===== src/design/fswl_pkg.sv =====
package fswl_pkg;

   localparam int unsigned WORDS_PER_PAGE_DEF = 1024;
   localparam int unsigned WORD_W             = 32;
   localparam int unsigned POS_W              = 10;
   localparam logic [WORD_W-1:0] ERASED_WORD  = 32'hFFFF_FFFF;

   typedef enum logic [0:0] {
      FUNC_READ   = 1'b0,
      FUNC_UPDATE = 1'b1
   } func_type;

   typedef enum logic [1:0] {
      ACT_NONE      = 2'd0,
      ACT_OVERWRITE = 2'd1,
      ACT_NEXT      = 2'd2,
      ACT_ERASE     = 2'd3
   } action_type;

   typedef struct packed {
      func_type          func;
      logic [WORD_W-1:0] new_value;
   } req_type;

   typedef struct packed {
      logic [WORD_W-1:0] current_value;
      action_type        action;
      logic [POS_W-1:0]  write_position;
      logic              page_erased;
   } rsp_type;

   typedef struct packed {
      logic wr_en;
      logic erase;
   } page_cmd_type;

endpackage


===== src/design/fswl_seq.sv =====
module fswl_seq
   import fswl_pkg::*;
#(
   parameter int unsigned WORDS_PER_PAGE = WORDS_PER_PAGE_DEF
) (
   input  logic                              clock,
   input  logic                              reset,
   input  logic                              start,
   output logic                              busy,
   input  req_type                           req_payload,
   output logic                              rsp_strobe,
   output rsp_type                           rsp_payload,
   output page_cmd_type                      cmd,
   output logic [$clog2(WORDS_PER_PAGE)-1:0] wr_addr,
   output logic [WORD_W-1:0]                 wr_data,
   output logic [$clog2(WORDS_PER_PAGE)-1:0] rd_addr,
   input  logic [WORD_W-1:0]                 rd_data,
   input  logic                              rd_erased
);

   localparam int unsigned AW = $clog2(WORDS_PER_PAGE);
   localparam int unsigned CW = $clog2(WORDS_PER_PAGE + 1);

   typedef enum logic [2:0] {
      ST_IDLE   = 3'b001,
      ST_SCAN   = 3'b010,
      ST_DECIDE = 3'b100
   } state_type;

   state_type         state_ff, state_in;
   logic [CW-1:0]     idx_ff, idx_in;
   logic [WORD_W-1:0] prev_ff, prev_in;
   req_type           req_ff, req_in;
   rsp_type           rsp_ff, rsp_in;
   logic              strobe_ff, strobe_in;

   logic              full;
   action_type        act;
   logic [AW-1:0]     target;
   logic              erase;
   logic [WORD_W-1:0] cur_out;

   assign full = (idx_ff == CW'(WORDS_PER_PAGE));

   always_comb begin
      act    = ACT_NONE;
      target = '0;
      erase  = 1'b0;
      if ((req_ff.func == FUNC_UPDATE) && (req_ff.new_value != prev_ff)) begin
         if (idx_ff == '0) begin
            act = ACT_NEXT;
         end else if (!full && ((~prev_ff & req_ff.new_value) == '0)) begin
            act    = ACT_OVERWRITE;
            target = AW'(idx_ff - CW'(1));
         end else begin
            act    = ACT_NEXT;
            target = AW'(idx_ff);
         end
         if (idx_ff >= CW'(WORDS_PER_PAGE - 1)) begin
            act    = ACT_ERASE;
            target = '0;
            erase  = 1'b1;
         end
      end
   end

   // An all-ones word written to a fresh slot leaves it erased, so the state
   // stays at the previous word.
   always_comb begin
      if ((act == ACT_NONE) || ((act == ACT_NEXT) && (req_ff.new_value == ERASED_WORD))) begin
         cur_out = prev_ff;
      end else begin
         cur_out = req_ff.new_value;
      end
   end

   always_comb begin
      state_in  = state_ff;
      idx_in    = idx_ff;
      prev_in   = prev_ff;
      req_in    = req_ff;
      rsp_in    = rsp_ff;
      strobe_in = 1'b0;
      case (state_ff)
         ST_IDLE: begin
            if (start) begin
               state_in = ST_SCAN;
               idx_in   = '0;
               prev_in  = ERASED_WORD;
               req_in   = req_payload;
            end
         end
         ST_SCAN: begin
            if (full || rd_erased) begin
               state_in = ST_DECIDE;
            end else begin
               prev_in = rd_data;
               idx_in  = idx_ff + CW'(1);
            end
         end
         ST_DECIDE: begin
            state_in                = ST_IDLE;
            strobe_in               = 1'b1;
            rsp_in.current_value    = cur_out;
            rsp_in.action           = act;
            rsp_in.write_position   = POS_W'(target);
            rsp_in.page_erased      = erase;
         end
         default: begin
            state_in = ST_IDLE;
         end
      endcase
   end

   always_ff @(posedge clock) begin
      if (reset) begin
         state_ff  <= ST_IDLE;
         strobe_ff <= 1'b0;
      end else begin
         state_ff  <= state_in;
         strobe_ff <= strobe_in;
      end
   end

   always_ff @(posedge clock) begin
      idx_ff  <= idx_in;
      prev_ff <= prev_in;
      req_ff  <= req_in;
      rsp_ff  <= rsp_in;
   end

   assign busy        = (state_ff != ST_IDLE);
   assign rsp_strobe  = strobe_ff;
   assign rsp_payload = rsp_ff;

   assign rd_addr   = (state_ff == ST_SCAN) ? AW'(idx_ff + CW'(1)) : '0;
   assign cmd.wr_en = (state_ff == ST_DECIDE) && (act != ACT_NONE);
   assign cmd.erase = (state_ff == ST_DECIDE) && erase;
   assign wr_addr   = target;
   assign wr_data   = req_ff.new_value;

endmodule


===== config.mk =====
export PLATFORM = sky130hd
export DESIGN_NAME = fswl_seq
export DESIGN_NICKNAME = d
export VERILOG_FILES = /design/src/design/fswl_pkg.sv /design/src/design/fswl_seq.sv
export SDC_FILE = /design/constraint.sdc
export NUM_CORES = 1
export LEC_CHECK = 0
export ABC_AREA = 1
export BUFFER_PORTS_ARGS = -buffer_cell sky130_fd_sc_hd__buf_2
export CORE_MARGIN = 8
export CORE_UTILIZATION = 29
export CTS_CLUSTER_DIAMETER = 30
export DETAILED_ROUTE_END_ITERATION = 7
export SYNTH_ARGS = -nofsm -noshare
export SYNTH_HDL_FRONTEND = slang
export SYNTH_SLANG_ARGS = --single-unit

===== constraint.sdc =====
create_clock -name clock -period 8.1 [get_ports clock]
set_input_delay 1.62 -clock clock [delete_from_list [all_inputs] [get_ports clock]]
set_output_delay 1.62 -clock clock [all_outputs]
set_load 0.03 [all_outputs]

==> results.tsv <==
stage	metric	value	unit
status	status	complete, no violations	
clock_network	postCtsSetupBuffers	0	
detailed_routing	wirelength	17100	µm
floorplan	coreArea	21600	µm²
critical_path	path_max_fanout	6	
placement	place_hpwl	12800	µm
clock_network	clock_path_buffers	2	
clock_network	post_cts_resized	0	
placement	dp_slack	4.14	ns
cells_and_area	area_delta_synth_final	22.7	%
placement	gp_congestion	0.816	
timing	drv_slew	0	
min_path	hp-class	flip-flop to flip-flop	
critical_path	required	6.48	ns
synth	ys_ff_latch	125	
job	max_cap_violations	0	
synth	ys_warn_count	0	
detailed_routing	post_drt_wl_per_cell	16.5	µm
power	ir_drop	0.109	mV
detailed_routing	drtIter0Drc	246	
cells_and_area	final_common_cell	buf_2	
timing	final.setup.tns	0	ns
global_routing	gr-total-overflow	0	
floorplan	pin_count	170	
critical_path	crit_arrival	2.70	ns
cells_and_area	nets	845	
clock_network	htreeDepth	4	
timing	tightest_slew	1.09	ns
detailed_routing	dr_total_vias	4505	
timing	period_minus_slack	4.32	ns
cells_and_area	final_layout_size_suffix_gt1_share	33.2	%
clock_network	cts.clk_slew.worst_paths	0.06	ns
global_routing	grtUsageTotal	13.0	%
timing	layout_setup_ws	3.78	ns
timing	clock.fmax	231	MHz
timing	setup_viol	0	
critical_path	r2r.worst_path.cells	10	
detailed_routing	vias_per_cell	4.36	
power	cellPowerDensity	213	nW/µm²
floorplan	die_area	26700	µm²
placement	io_buffer_count	169	
synth	netlist_area	6310	µm²
global_routing	grt_max_degree	46	
detailed_routing	drc_errors	0	
critical_path	path_class	flip-flop to primary output	
power	p_leak	3.54	nW
cells_and_area	final_cell_mix	169 x buf_2, 121 x edfxtp_1, 116 x nand2_1	
timing	fin_skew	0.0120	ns
clock_network	cts-root-buf	clkbuf_16	
timing	relSlewSlack	27.3	%
synth	syn_inst	597	
global_routing	antenna_found_initial	2	
synth	syn-num-nets	701	
timing	final-hold-violation-count	0	
critical_path	endpoint_kind	primary output	
detailed_routing	drt_pre_antenna_iters	5	
clock_network	cts_tree	done	
floorplan	die_h	163	µm
floorplan	dieWidth	163	µm
clock_network	cts_hold_buf	0	
clock_network	cts_buffers	17	
global_routing	grt_first_pass_wirelength	26200	µm
synth	synth_cell_type_count	32	
timing	rsz0062_at_grt	false	
min_path	holdPathStages	2	
floorplan	rows	54	
global_routing	grt_pass1_vias	4732	
cells_and_area	n_fill_cell	2220	
clock_network	clk_latency	0.41	ns
critical_path	critPathLaunchType	flip-flop	
synth	yosysSeqAreaShare	58.9	%
timing	fin_crit_sh	53.4	%
detailed_routing	postRouteAntennaNets	0	
floorplan	initial_core_util	29.2	%
synth	syn_avg_cell_area	10.6	µm²
clock_network	cts.sinks	125	
## kinds of logic (layout without fill, tap and decap cells)
group	count (synthesis)	after routing	synth area share (%)
xor+xnor	7	7	0.972
flops	125	125	58.9
compound gates	29	29	2.32
other cells	0	1	0
simple gates	288	288	21.6
buf+inv	113	269	9.30
fa+ha+maj	35	35	6.94
## routing by layer
layer	up-vias	share of wire [%]	track usage, %
met2	123	51	22.4
met1	2105	40	14.0
met5	-	0.047	0
met4	2	2.0	5.21
met3	15	7.6	5.07
li1	2260	-	-
## layout make-up
| cell class | instances | area, µm² | share of cell area [%] |
|---|---|---|---|
| multi-input combinational | 359 | 2020 | 26.0 |
| clock inverter | 11 | 101 | 1.31 |
| antenna | 1 | 2.50 | 0.0323 |
| tap | 280 | 350 | 4.53 |
| sequential | 125 | 3710 | 48.0 |
| clock buffer | 20 | 437 | 5.64 |
| inverter | 65 | 244 | 3.15 |
| timing repair buffer | 173 | 876 | 11.3 |
## worst paths after layout
check | slack [ns] | to | startpoint
hold / removal | 0.54 | rsp_payload[35]$_DFFE_PP_ | prev_ff[22]$_SDFFCE_PN1P_
hold reg to reg | 0.54 | rsp_payload[35]$_DFFE_PP_ | prev_ff[22]$_SDFFCE_PN1P_
setup / recovery | 3.78 | wr_addr[0] | idx_ff[0]$_SDFFCE_PN0P_
setup reg to reg | 5.33 | rsp_payload[42]$_DFFE_PP_ | idx_ff[0]$_SDFFCE_PN0P_
## metrics by stage
step	std cells	power [mW]	instance area [µm²]	util, %	hold slack, ns
6_report	1034	1.65	7740	35.8	0.537
5_1_grt	1034	1.72	7740	35.8	0.564
4_1_cts	1033	1.67	7740	35.8	0.535
3_5_place_dp	1002	0.957	7200	33.3	0.527
3_3_place_gp	1002	0.955	7200	33.3	0.525
2_1_floorplan	597	0.903	6310	-	0.513
## cell usage after synthesis, drive strengths merged
master    n  area, µm²
clkbuf    7       26.3
a21oi    15       75.1
xnor2     1       8.76
or2      33        206
buf      41        317
o21ai    13       65.1
nor3b     2       15.0
inv      64        240
nor4      2       12.5
ha       35        438
nand2   119        459
nand3    44        248
edfxtp  121       3630
dfxtp     4       80.1
xor2      6       52.6
clkinv    1       3.75
nand4    15       93.8
nor2     69        292
nor3      4       36.3
a31oi     1       6.26
## power breakdown
| part | internal (mW) | switching (mW) |
|---|---|---|
| clock network | 0.443 | 0.266 |
| registers | 0.740 | 0.0219 |
| logic | 0.0545 | 0.123 |
| total | 1.24 | 0.411 |
## sequential cells by signal, indices dropped and copies added, names as in the netlist
| name | cells |
|---|---|
| idx_ff | 11 |
| prev_ff | 32 |
| req_ff | 1 |
| rsp_payload | 45 |
| rsp_strobe | 1 |
| state_ff | 3 |
| wr_data | 32 |
## worst max-delay path, stage by stage, from the launching register on
cell	delay (ns)
edfxtp_1	0.50
ha_1	0.27
nand2_1	0.10
nor2_1	0.07
nand4_1	0.13
nand2_1	0.08
nor2_2	0.27
inv_1	0.13
nor2_4	0.20
inv_1	0.12
nor2_1	0.18
buf_2	0.24
No activity file was read; power rests on OpenSTA's default activity.
